`config.mk`:
```
export PLATFORM = sky130hd
export DESIGN_NAME = sta_scale
export DESIGN_NICKNAME = d
export VERILOG_FILES = /design/src/hw/rtl/sta_pkg.sv /design/src/hw/rtl/sta_scale.sv
export SDC_FILE = /design/constraint.sdc
export NUM_CORES = 1
export LEC_CHECK = 0
export BUFFER_PORTS_ARGS = -buffer_cell sky130_fd_sc_hd__buf_2
export CAP_MARGIN = 20
export CORE_MARGIN = 1
export CORE_UTILIZATION = 50
export DETAILED_ROUTE_END_ITERATION = 10
export PLACE_DENSITY = 0.71
export SYNTH_ARGS = -nofsm -noshare
export SYNTH_HDL_FRONTEND = slang
export SYNTH_SLANG_ARGS = --single-unit
```
`constraint.sdc`:
```
create_clock -name clock -period 8.75 [get_ports clock]
set_input_delay 0.4375 -clock clock [delete_from_list [all_inputs] [get_ports clock]]
set_output_delay 0.4375 -clock clock [all_outputs]
set_load 0.02 [all_outputs]
```
`src/hw/rtl/sta_pkg.sv`:
```
// shared constants, codes and types of the sarsa table agent
`default_nettype none

package sta_pkg;

   // fixed field widths
   localparam int IDX_BITS       = 7;
   localparam int REWARD_BITS    = 32;
   localparam int ACTION_BITS    = 2;
   localparam int ACTION_COUNT   = 4;
   localparam int DRAW_BITS      = 4;
   localparam int COEF_BITS      = 16;
   localparam int FRAC_BITS      = 16;
   localparam int CSR_INDEX_BITS = 2;
   localparam int CSR_DATA_BITS  = 16;

   // scaler works on this many magnitude bits per cycle
   localparam int CHUNK_BITS = 24;
   localparam int ROUND_HALF = 32768;

   // parameter defaults
   localparam int DEF_STATE_COUNT = 128;
   localparam int DEF_VALUE_BITS  = 32;

   // command codes
   localparam logic [1:0] CMD_START = 2'd0;
   localparam logic [1:0] CMD_STEP  = 2'd1;
   localparam logic [1:0] CMD_END   = 2'd2;

   // register indexes
   localparam logic [CSR_INDEX_BITS-1:0] CSR_LEARNING_RATE = 2'd0;
   localparam logic [CSR_INDEX_BITS-1:0] CSR_DISCOUNT      = 2'd1;
   localparam logic [CSR_INDEX_BITS-1:0] CSR_FREEZE        = 2'd2;

   localparam logic [COEF_BITS-1:0] LEARNING_RATE_RESET = 16'd6554;
   localparam logic [COEF_BITS-1:0] DISCOUNT_RESET      = 16'd58982;

   localparam logic [DRAW_BITS-1:0] EXPLORE_DRAW = 4'd1;

   typedef enum logic [3:0] {
      ST_CLEAR,
      ST_IDLE,
      ST_ROW,
      ST_CHOOSE,
      ST_GAMMA,
      ST_TARGET,
      ST_OLD,
      ST_ALPHA,
      ST_WRITE
   } sta_state_type;

endpackage

`default_nettype wire

```
`src/hw/rtl/sta_scale.sv`:
```
// iterative fixed-point scaler: value * coef / 2^16, rounded on the magnitude
`default_nettype none

module sta_scale #(
   parameter int VALUE_BITS = sta_pkg::DEF_VALUE_BITS
) (
   input  wire logic                                 clock,
   input  wire logic                                 reset,
   input  wire logic                                 start,
   input  wire logic signed [VALUE_BITS:0]           value,
   input  wire logic        [sta_pkg::COEF_BITS-1:0] coef,
   output logic                                      done,
   output logic signed      [VALUE_BITS:0]           result
);

   localparam int MAG_BITS = VALUE_BITS + 1;
   localparam int CHUNK    = sta_pkg::CHUNK_BITS;
   localparam int KB       = sta_pkg::COEF_BITS;
   localparam int NCHUNK   = (MAG_BITS + CHUNK - 1) / CHUNK;
   localparam int PAD_BITS = NCHUNK * CHUNK;
   localparam int ACC_BITS = PAD_BITS + KB;
   localparam int CNT_BITS = $clog2(NCHUNK + 1);

   logic                      run_ff, run_in;
   logic                      done_ff, done_in;
   logic                      neg_ff;
   logic [KB-1:0]             coef_ff;
   logic [PAD_BITS-1:0]       mag_ff;
   logic [ACC_BITS-1:0]       acc_ff;
   logic [CNT_BITS-1:0]       cnt_ff;
   logic signed [MAG_BITS-1:0] res_ff;

   logic [MAG_BITS-1:0]       mag_abs;
   logic [CHUNK+KB-1:0]       prod;
   logic [ACC_BITS-1:0]       rounded;
   logic [MAG_BITS-1:0]       mag_p;

   assign mag_abs = value[MAG_BITS-1] ? (~value + 1'b1) : value;
   assign prod    = mag_ff[PAD_BITS-1 -: CHUNK] * coef_ff;
   assign rounded = (acc_ff + ACC_BITS'(sta_pkg::ROUND_HALF)) >> sta_pkg::FRAC_BITS;
   assign mag_p   = rounded[MAG_BITS-1:0];

   always_comb begin
      run_in  = run_ff;
      done_in = 1'b0;
      if (start) begin
         run_in = 1'b1;
      end else if (run_ff && cnt_ff == '0) begin
         run_in  = 1'b0;
         done_in = 1'b1;
      end
   end

   always_ff @(posedge clock) begin
      if (reset) begin
         run_ff  <= 1'b0;
         done_ff <= 1'b0;
         cnt_ff  <= '0;
      end else begin
         run_ff  <= run_in;
         done_ff <= done_in;
         if (start) begin
            cnt_ff <= CNT_BITS'(NCHUNK);
         end else if (run_ff && cnt_ff != '0) begin
            cnt_ff <= cnt_ff - 1'b1;
         end
      end
      if (start) begin
         neg_ff  <= value[MAG_BITS-1];
         coef_ff <= coef;
         // magnitude zero-extended at the top so the product is not scaled
         mag_ff  <= PAD_BITS'(mag_abs);
         acc_ff  <= '0;
      end else if (run_ff && cnt_ff != '0) begin
         // most significant chunk first, shift-accumulate
         acc_ff <= (acc_ff << CHUNK) + ACC_BITS'(prod);
         mag_ff <= mag_ff << CHUNK;
      end else if (run_ff) begin
         res_ff <= neg_ff ? -$signed(mag_p) : $signed(mag_p);
      end
   end

   assign done   = done_ff;
   assign result = res_ff;

endmodule

`default_nettype wire

```
Word-level counts from Yosys, hierarchy flattened
Cells that the tools add are included.

Flip-flop bits (word level): 151. Bits of input ports: 52. Output and inout bits: 34. Logic and storage cells: 36.

Multipliers: 1. Muxes and demuxes: 9. Add/sub/neg operators: 5. Bitwise operators: 3. Reduce and logical (&&, ||, !) cells: 8.

Operators by type and width (number): 2-to-1 mux 33 bit (4); adder 49 x 16 -> 49 bit (second input constant) (1); adder 49 x 40 -> 49 bit (1); multiplier 24 x 16 -> 40 bit (1); adder 33 x 1 -> 33 bit (second input constant) (1); negation 33 bit (1); inverter 33 bit (1); nonzero test 2 bit (3); 2-to-1 mux 2 bit (2); 2-to-1 mux 1 bit (3); AND reduction 3 bit (1); logical AND 1 bit (2); zero test 2 bit (1); inverter 1 bit (2); OR reduction 2 bit (1); subtractor 2 x 1 -> 2 bit (second input constant) (1).

Depth between registers and ports, before layout
Gate-level depths: netlist of run 1.

Depth after elaboration: 4. Mapped depth: 25. Gate-level depth less buffers: 23.

Worst setup path after synthesis of run 1
OpenSTA, ideal clock, no wires.

Path type: register to register. Start point: reg coef_ff[10]. End point: reg acc_ff[41]. Data required time: 8.633 ns. Setup slack: 2.381 ns. Arrival: 6.252 ns. Stages on the path, launching flop included: 22. Path through: edfxtp_1 > clkbuf_1 > nand2_1 > fa_1 > inv_1 > fa_1 > fa_1 > fa_1 > fa_1 > inv_1 > fa_1 > inv_1 > ha_1 > clkbuf_1 > nand4_1 > or2_2 > or4b_1 > o211ai_1 > a211oi_1 > o21ai_0 > xor2_1 > a22o_1.

Longest elaborated chain between the ends: 2.

Ends and longest elaborated chain: from (decl) (RTL line sta_scale.sv:27) `logic [KB-1:0] coef_ff;`; from (signal assigned) (RTL line sta_scale.sv:70) `coef_ff <= coef;`; multiplier 24 x 16 -> 40 bit (RTL line sta_scale.sv:39) `assign prod = mag_ff[PAD_BITS-1 -: CHUNK] * coef_ff;`; adder 49 x 40 -> 49 bit (RTL line sta_scale.sv:76) `acc_ff <= (acc_ff << CHUNK) + ACC_BITS'(prod);`; to (signal assigned) (RTL line sta_scale.sv:76); to (decl) (RTL line sta_scale.sv:29) `logic [ACC_BITS-1:0] acc_ff;`.

Every way passes these cells. A chain may end at the register's enable or synchronous reset.

Final worst setup path of run 1
Start point: reg coef_ff[3]. End point: reg acc_ff[41].

The elaborated chain is that of the path after synthesis.

==> results of run 1 <==
-- synthesized netlist by cell type (all sizes together), types with 19 or more instances --
master	instances
a21o	35
a21oi	93
and2	225
buf	19
clkbuf	100
dfxtp	68
edfxtp	83
fa	322
ha	140
inv	465
nand2	327
nand3	31
nor2	66
nor3	25
o21ai	50
xnor2	86
xor2	43
-- flip-flops by register name, indices dropped and copies added (netlist names) --
| name | cells |
|---|---|
| acc_ff | 49 |
| cnt_ff | 2 |
| coef_ff | 16 |
| done | 1 |
| mag_ff | 48 |
| neg_ff | 1 |
| result | 33 |
| run_ff | 1 |
-- area by class of cell --
| class | instances | area (um^2) | share of cell area [%] |
|---|---|---|---|
| repair buffers | 107 | 633 | 2.79 |
| clock buffers | 19 | 433 | 1.91 |
| inverters | 465 | 1750 | 7.69 |
| flip-flops and latches | 151 | 3850 | 17.0 |
| well taps | 539 | 674 | 2.97 |
| multi-input cells | 1666 | 15200 | 67.1 |
| clock inverters | 13 | 121 | 0.535 |
-- where the power goes --
group	switching, mW	leakage, nW	internal (mW)
Clock	0.336	0.264	0.394
Combinational	2.56	9.07	1.76
Sequential	0.146	1.36	0.863
-- critical path, delay by kind of cell (launching register included) --
| family | cells | cell delay [ns] |
|---|---|---|
| compound gates | 7 | 2.16 |
| simple gates | 2 | 0.45 |
| fa+ha+maj | 7 | 3.44 |
| buf+inv | 3 | 0.17 |
| flops | 1 | 0.97 |
| xor+xnor | 1 | 0.18 |
-- per-stage QoR --
stage                     hold slack (ns)  power, mW  instances  util [%]
after floorplan                     0.432       4.26       2401         -
after global placement              0.440       5.26       2926      52.7
after detailed placement            0.449       5.33       2926      52.7
after CTS                           0.140       6.10       2958      54.0
after global routing                0.141       6.71       2960      54.1
final                               0.152       6.06       2960      54.1
-- layer usage --
layer | vias up | track usage (%)
met3 | 90 | 3.85
met2 | 552 | 46.3
met4 | 2 | 8.56
met5 | - | 0
met1 | 8141 | 36.6
li1 | 7486 | -
-- path summary, 6_finish.rpt --
kind / endpoint / cells after the start / startpoint
max: acc_ff[41]$_SDFFE_PP0P_ / 20 / coef_ff[3]$_DFFE_PP_
min reg2reg: acc_ff[13]$_SDFFE_PP0P_ / 2 / acc_ff[13]$_SDFFE_PP0P_
min: coef_ff[2]$_DFFE_PP_ / 1 / coef[2]
max reg2reg: acc_ff[41]$_SDFFE_PP0P_ / 20 / coef_ff[3]$_DFFE_PP_
-- cell families (layout without fill, tap and decap cells) --
| kind of cell | after synthesis | in the layout |
|---|---|---|
| and+or+nand+nor | 787 | 787 |
| muxes | 5 | 5 |
| DFF | 151 | 151 |
| buffers and inverters | 584 | 604 |
| adders and majority gates | 462 | 462 |
| AOI/OAI and AO/OA | 283 | 283 |
| xor gates and xnor gates | 129 | 129 |
==> impl_metrics.ini, run 1 <==
[floorplan]
fp.dieW_um = 208
initial_core_util_pct = 50.7
die_area_um2 = 43400
core_um2 = 41900
ios = 86
row_count = 75
die_h_um = 208

[drt]
avgViaCountPerCell = 5.50
wirelength_met1_mm = 23.8
drt_iter0_markers = 1152
totalWireLength_mm = 56.4
dr.pass1.iters = 6
dr_wl_met3_mm = 3.77
routed.top_layer = met5
via_count = 16300
wl_met2_mm = 27.3
ant_nets = 0
wl_per_cell_um = 19.1
route.detailed.drc = 0

[cts]
cts_tree = done
cts-resized-gates = 0
clkTransAtPathRegs_ns = 0.07
htreeDepth = 4
cts_made_buffers = 17
clk_latency_ns = 0.45
cts_hold_buf = 0
clock_path_buffers = 2
cts_root_buffer = clkbuf_16
cts.sinks = 151
cts_setup_buffers = 0

[placed_design]
dp_hpwl_mm = 44.1
dp_slack_ns = 1.31
numPortBuffers = 85
dpl_cell_area_um2 = 22100
finalWeightedCongestion = 0.919

[pwr]
ir_worst_vdd_uv = 292
leakagePower_nw = 10.7
power_density_nw_per_um2 = 267

[synth]
netlist_area_um2 = 21300
syn_inst = 2401
synth_edf_count = 83
yosys-top-cells-area = fa_1, edfxtp_1, ha_1, inv_1, and2_1
syn-num-nets = 2915
synth.area.mux_share_pct = 0.235
yosys_warnings = 0
yosys.area.top_type = fa_1
synth_top_family_by_area = adder cells
ys_seq_area_share_pct = 18.1
ys.flop_type = edfxtp_1
ys_async_sr_fraction_pct = 0
synth_seq_cells = 151
syn-mean-instance-area_um2 = 8.87
synthAdderAreaFrac_pct = 38.5
synth_cell_types = 76
synth_compound_area_share_pct = 8.73
yosys.area_share.simple_pct = 18.7
synth.top_cell.area_share_pct = 30.3
synthXorXnorAreaFrac_pct = 5.31

[flow_run]
drv_cap = 0

[global_routing]
first_global_vias = 17300
grt-ovfl-total = 0
grt_max_degree = 66
antenna_found_initial = 2
grt_util_all_layers_pct = 27.5
grt_pass1_wl_mm = 92.1

[timing]
clock_skew_ns = 0.0123
finalCriticalPeriod_ns = 7.50
setup_ws_ns = 1.25
setup_viol = 0
fin_setup_tns_ns = 0
period_share_pct = 85.8
rsz0062_at_grt = no
finalHoldViolCount = 0
max_slew.worst_pin.slew_ns = 1.16
fmax_ghz = 0.133
slew_headroom_pct = 22.9
final_max_slew_viol_count = 0

[cells_and_area]
mostFrequentLayoutCells = inv_1, nand2_1, fa_1, and2_1, ha_1
final_nets = 2922
drive_gt1_share_pct = 6.73
synthToLayoutAreaGrowth_pct = 6.62
fillers = 3858
postLayoutCellArea_um2 = 22700
final_common_cell = inv_1
diodes = 0

[setup_path]
cp_slowest_cell = edfxtp_1
r2r_slack_ns = 1.25
crit_type = reg -> reg
arrival_ns = 7.85
cp-end-kind = flip-flop
cp_common_cell = fa_1
cp_max_fo = 24
cp.required_ns = 9.10
cp_cell_sequence = nand2_1 -> fa_1 -> fa_1 -> fa_1 -> inv_1 -> fa_1 -> fa_1 -> inv_1 -> fa_1 -> inv_1 -> ha_1 -> a21oi_1 -> o21ai_0 -> a2111oi_2 -> or4b_1 -> o211ai_1 -> a211oi_1 -> o21ai_0 -> xor2_1 -> a22o_1
startpoint_type = flip-flop
max_stage_delay_ns = 0.97

[hold_path]
min_path_type = in -> reg

[outcome]
outcome = finished, final reports clean
Power figures use the tool's default switching activity.
==> run 2: changes to the inputs <==
Settings changed: HOLD_SLACK_MARGIN from default to 0.06, PLACE_DENSITY 0.71 to default, PLACE_DENSITY_LB_ADDON from default to 0.25.
==> run 2 against run 1 <==
Compared with the run above: die area unchanged; non-clock buffer count fell by 9; clock-buffer cell count unchanged; register-to-register slack got worse by 0.06 ns; critical path type unchanged; first-iteration DRC count decreased by 3.3%; maximum frequency fell by 0.78%; largest cell class unchanged; highest routed layer is now met4; clock skew decreased by 0.0016 ns; final cell count is 0.30% lower; hold slack better by 0.0045 ns; total power is 0.13% higher; final area shrank 0.46%; critical endpoint unchanged; sequential power about the same.
==> impl_metrics.ini, run 2 (same netlist as run 1, synthesis figures left out) <==
[outcome]
outcome = finished, final reports clean

[drt]
route.detailed.drc = 0
drt_iter0_markers = 1114
avgViaCountPerCell = 5.51
dr.pass1.iters = 6
via_count = 16300
ant_nets = 0
totalWireLength_mm = 55.1
wl_per_cell_um = 18.7

[cells_and_area]
postLayoutCellArea_um2 = 22600
stdcell_count = 2951
drive_gt1_share_pct = 6.43
multiInputGateArea_um2 = 15200
top_register = acc_ff
final_nets = 2913
final_util_pct = 53.9
diodes = 0
register_area_um2 = 3850
mostFrequentLayoutCells = inv_1, nand2_1, fa_1, and2_1, ha_1
fillers = 3864
largest_register_ffs = 49
final_common_cell = inv_1
synthToLayoutAreaGrowth_pct = 6.13

[setup_path]
cp-end-kind = flip-flop
max_stage_delay_ns = 1.10
cp_max_fo = 24
startpoint_type = flip-flop
crit_type = reg -> reg
arrival_ns = 7.90
cp_common_cell = fa_1
cp.required_ns = 9.09
cp_cell_sequence = nand2_1 -> fa_1 -> inv_1 -> fa_1 -> ha_1 -> fa_1 -> fa_1 -> inv_1 -> fa_1 -> inv_1 -> ha_1 -> a21oi_1 -> o21ai_0 -> a2111oi_2 -> or4b_1 -> o211ai_1 -> a211oi_1 -> o21ai_0 -> xor2_1 -> a22o_1
cp_slowest_cell = edfxtp_1

[timing]
finalHoldViolCount = 0
clock_skew_ns = 0.0107
max_slew.worst_pin.slew_ns = 1.13
final_max_slew_viol_count = 0
slew_headroom_pct = 24.5
finalCriticalPeriod_ns = 7.56
fin_setup_tns_ns = 0
period_share_pct = 86.4
fmax_ghz = 0.132
rsz0062_at_grt = no
setup_viol = 0

[cts]
cts-resized-gates = 0
htreeDepth = 4
cts_tree = done
cts_hold_buf = 0
clk_latency_ns = 0.45
cts_made_buffers = 17
cts_setup_buffers = 0
cts.sinks = 151
clkTransAtPathRegs_ns = 0.07
clock_path_buffers = 2
cts_root_buffer = clkbuf_16

[pwr]
leakagePower_nw = 10.6
ir_worst_vdd_uv = 358
power_density_nw_per_um2 = 269
finalPower_mw = 6.07

[floorplan]
core_um2 = 41900
die_h_um = 208
row_count = 75
fp.dieW_um = 208
ios = 86
die_area_um2 = 43400
initial_core_util_pct = 50.7

[global_routing]
grt-ovfl-total = 0
grt_pass1_wl_mm = 90.8
grt_max_degree = 87
antenna_found_initial = 0
grt_util_all_layers_pct = 26.9
first_global_vias = 17200

[flow_run]
drv_cap = 0

[placed_design]
finalWeightedCongestion = 0.901
dpl_cell_area_um2 = 22000
numPortBuffers = 85
dp_hpwl_mm = 42.9
dp_cells = 2919

[hold_path]
min_path_type = in -> reg
## run 2: cell types whose count changed in the layout (fill, tap and decap cells not counted)
cell	before	now
clkinvlp_4	3	5
clkinv_1	1	0
buf_4	21	14
inv_6	3	4
buf_16	2	0
clkinv_4	2	0
## run 2: layout make-up
type	count	share of cell area, %
Timing Repair Buffer	98	2.33
Multi-Input combinational cell	1666	67.4
Inverter	465	7.73
Clock inverter	13	0.548
Sequential cell	151	17.1
Clock buffer	19	1.92
Tap cell	539	2.99
## run 2: final timing paths
check / start / depth (start not counted) / to / slack [ns]
max reg2reg: coef_ff[9]$_DFFE_PP_ / 20 / acc_ff[41]$_SDFFE_PP0P_ / 1.19
max: coef_ff[9]$_DFFE_PP_ / 20 / acc_ff[41]$_SDFFE_PP0P_ / 1.19
min reg2reg: mag_ff[33]$_SDFFE_PP0P_ / 2 / mag_ff[33]$_SDFFE_PP0P_ / 0.46
min: coef[0] / 1 / coef_ff[0]$_DFFE_PP_ / 0.16
## run 2: per-stage QoR
stage               worst slack [ns]  hold slack [ns]
floorplan                       2.38            0.432
global placement                1.44            0.442
detailed placement              1.31            0.450
CTS                             1.28            0.141
global route                   0.831            0.145
finish                          1.19            0.156
## run 2: layer usage
| metal | GRT usage, % | wire length [um] | vias up | part of all wire [%] |
|---|---|---|---|---|
| li1 | - | - | 7471 | - |
| met3 | 4.21 | 3820 | 111 | 6.9 |
| met1 | 36.0 | 23500 | 8083 | 43 |
| met2 | 44.0 | 25800 | 588 | 47 |
| met5 | 0 | 0 | - | 0 |
| met4 | 10.6 | 1960 | 0 | 3.5 |
## run 2: critical path: cells and delay by family, from the launching register on
| family | cells | cell delay [ns] |
|---|---|---|
| compound gates | 7 | 2.26 |
| buf+inv | 3 | 0.15 |
| xor+xnor | 1 | 0.18 |
| fa+ha+maj | 7 | 3.31 |
| simple gates | 2 | 0.45 |
| flops | 1 | 1.10 |
## run 2: report_power, final
group / internal [mW] / switching [mW]
combinational: 1.73 / 2.58
sequential: 0.863 / 0.159
clock: 0.395 / 0.334
total: 2.99 / 3.07
==> run 3: changes to the inputs <==
Settings changed: GPL_ROUTABILITY_DRIVEN from default to 0.
Clock period 8.75 ns to 6.6 ns, I/O delays scaled along.
==> run 3 against run 2 <==
Compared with the run above: wire length rose by 2.1%; final cell count rose by 4.6%; sequential cell count did not move; clock-buffer cell count rose by 1; die area did not move; clock skew rose by 0.0079 ns; global-route usage rose by 0.25 points; critical path depth rose by 3; combinational power rose by 72%; first-iteration DRC count rose by 0.90%; via count rose by 3.1%; critical endpoint is now acc_ff[43]$_SDFFE_PP0P_; largest cell class unchanged; highest routed layer unchanged.
==> impl_metrics.ini, run 3 (same netlist as run 1, synthesis figures left out) <==
[hold_path]
min_path_type = in -> reg
hold_depth = 1

[cts]
cts_root_buffer = clkbuf_16
clk_latency_ns = 0.47
clkTransAtPathRegs_ns = 0.07
htreeDepth = 4
cts.sinks = 151
cts_tree = done
clock_path_buffers = 2
cts_made_buffers = 17

[cells_and_area]
top_register = acc_ff
fillers = 3704
multiInputGateArea_um2 = 15500
drive_gt1_share_pct = 12.9
final_nets = 3050
synthToLayoutAreaGrowth_pct = 13.5
mostFrequentLayoutCells = inv_1, nand2_1, fa_1, and2_1, ha_1
largest_register_ffs = 49
register_area_um2 = 3860
diodes = 0
final_common_cell = inv_1

[setup_path]
crit_type = reg -> reg
critPathBufInv = 6
startpoint_type = flip-flop
cp_slowest_cell = fa_1
max_stage_delay_ns = 0.55
cp.required_ns = 6.95
cp_max_fo = 13
cp_cell_sequence = buf_6 -> and2_1 -> fa_1 -> inv_1 -> fa_1 -> fa_1 -> inv_1 -> fa_1 -> fa_1 -> inv_1 -> fa_1 -> inv_1 -> ha_4 -> and3_4 -> nand2_1 -> nor2_2 -> or4b_4 -> o21ai_2 -> a2111oi_2 -> buf_4 -> or2_2 -> xnor2_1 -> a22o_1
worstSetupPathDepth = 23
worst_r2r_path_depth = 23
cp_top_family = adder cells
cp_common_cell = fa_1
arrival_ns = 6.79
cp-end-kind = flip-flop

[timing]
clock_skew_ns = 0.0187
fin_setup_tns_ns = 0
period_share_pct = 97.5
final_max_slew_viol_count = 0
finalCriticalPeriod_ns = 6.44
whs_ns = 0.0791
slew_headroom_pct = 41.1
fmax_ghz = 0.155
rsz0062_at_grt = yes
max_slew.worst_pin.slew_ns = 0.883
finalHoldViolCount = 0
setup_viol = 0

[flow_run]
drv_cap = 0

[floorplan]
initial_core_util_pct = 50.7
fp.dieW_um = 208
die_h_um = 208
row_count = 75
core_um2 = 41900
ios = 86
die_area_um2 = 43400

[pwr]
p_clk_share_pct = 10.6
ir_worst_vdd_uv = 583
leakagePower_nw = 11.4
p_sw_mw = 4.66
power_density_nw_per_um2 = 404
seq_power_share_pct = 13.0
internal_power_mw = 5.10
pwr-share-comb_pct = 76.3
switching_share_pct = 47.8

[drt]
dr_wl_met3_mm = 3.51
totalWireLength_mm = 56.3
via_count = 16800
route.detailed.drc = 0
routed.top_layer = met4
drt_iter0_markers = 1124
dr.pass1.iters = 5
wl_per_cell_um = 18.2
wirelength_met1_mm = 23.8
avgViaCountPerCell = 5.42
wl_met2_mm = 27.0
ant_nets = 0

[global_routing]
grt_util_all_layers_pct = 27.2
grt_max_degree = 78
grt_pass1_wl_mm = 92.6
grt-ovfl-total = 0
antenna_found_initial = 0
first_global_vias = 17700

[placed_design]
numPortBuffers = 85
dp_hpwl_mm = 44.8

[outcome]
outcome = finished, final reports clean
==> run 3: area by class of cell <==
class | instances | area share, %
multi-input cells | 1666 | 64.3
flip-flops and latches | 151 | 16.0
repair buffers | 235 | 7.27
inverters | 465 | 7.22
well taps | 539 | 2.79
clock buffers | 20 | 1.85
clock inverters | 12 | 0.637
==> run 3: per-stage QoR <==
step | setup slack [ns] | cell area, um^2 | utilization, % | power [mW] | instances
final | 0.162 | 24200 | 57.6 | 9.76 | 3088
after global routing | -0.0606 | 24200 | 57.6 | 10.7 | 3088
after CTS | 0.00132 | 23700 | 56.5 | 9.08 | 3071
after detailed placement | -0.0452 | 23000 | 54.7 | 7.95 | 3025
after global placement | 0.0681 | 23000 | 54.7 | 7.83 | 3025
after floorplan | 0.231 | 21300 | - | 5.65 | 2401
==> run 3: path summary, 6_finish.rpt <==
path | startpoint | to | slack, ns
worst min-delay path | coef[5] | coef_ff[5]$_DFFE_PP_ | 0.08
worst min register to register | acc_ff[14]$_SDFFE_PP0P_ | acc_ff[14]$_SDFFE_PP0P_ | 0.46
worst max-delay path | coef_ff[6]$_DFFE_PP_ | acc_ff[43]$_SDFFE_PP0P_ | 0.16
worst max register to register | coef_ff[6]$_DFFE_PP_ | acc_ff[43]$_SDFFE_PP0P_ | 0.16
==> run 3: routing by layer <==
| metal | vias up | GRT usage (%) |
|---|---|---|
| met1 | 8346 | 36.2 |
| met3 | 119 | 3.61 |
| li1 | 7747 | - |
| met4 | 0 | 10.2 |
| met2 | 540 | 45.2 |
| met5 | - | 0 |
==> run 3: worst reg2reg max path, cell delays in order (launching register included) <==
cell and delay [ns]:
edfxtp_1 0.46, buf_6 0.19, and2_1 0.18, fa_1 0.55, inv_1 0.06, fa_1 0.48
fa_1 0.51, inv_1 0.05, fa_1 0.52, fa_1 0.55, inv_1 0.05, fa_1 0.53
inv_1 0.06, ha_4 0.28, and3_4 0.20, nand2_1 0.10, nor2_2 0.14, or4b_4 0.49
o21ai_2 0.08, a2111oi_2 0.08, buf_4 0.15, or2_2 0.27, xnor2_1 0.12, a22o_1 0.21
==> run 3: repair_timing <==
action | CTS | global route
cloned | 0 | 0
hold buffers | 14 | 0
setup buffers | 0 | 16
hold endpoints to repair | 14 | 0
setup endpoints to repair | 6 | 26
gates resized for setup | 6 | 66
pin swaps | 2 | 25
==> run 3: power by group through the flow <==
stage	combinational (mW)	sequential [mW]	clock [mW]
floorplan	4.41	1.24	0
global placement	6.54	1.29	0
detailed placement	6.66	1.29	0
CTS	6.75	1.28	1.05
global route	8.30	1.28	1.08
finish	7.45	1.27	1.04
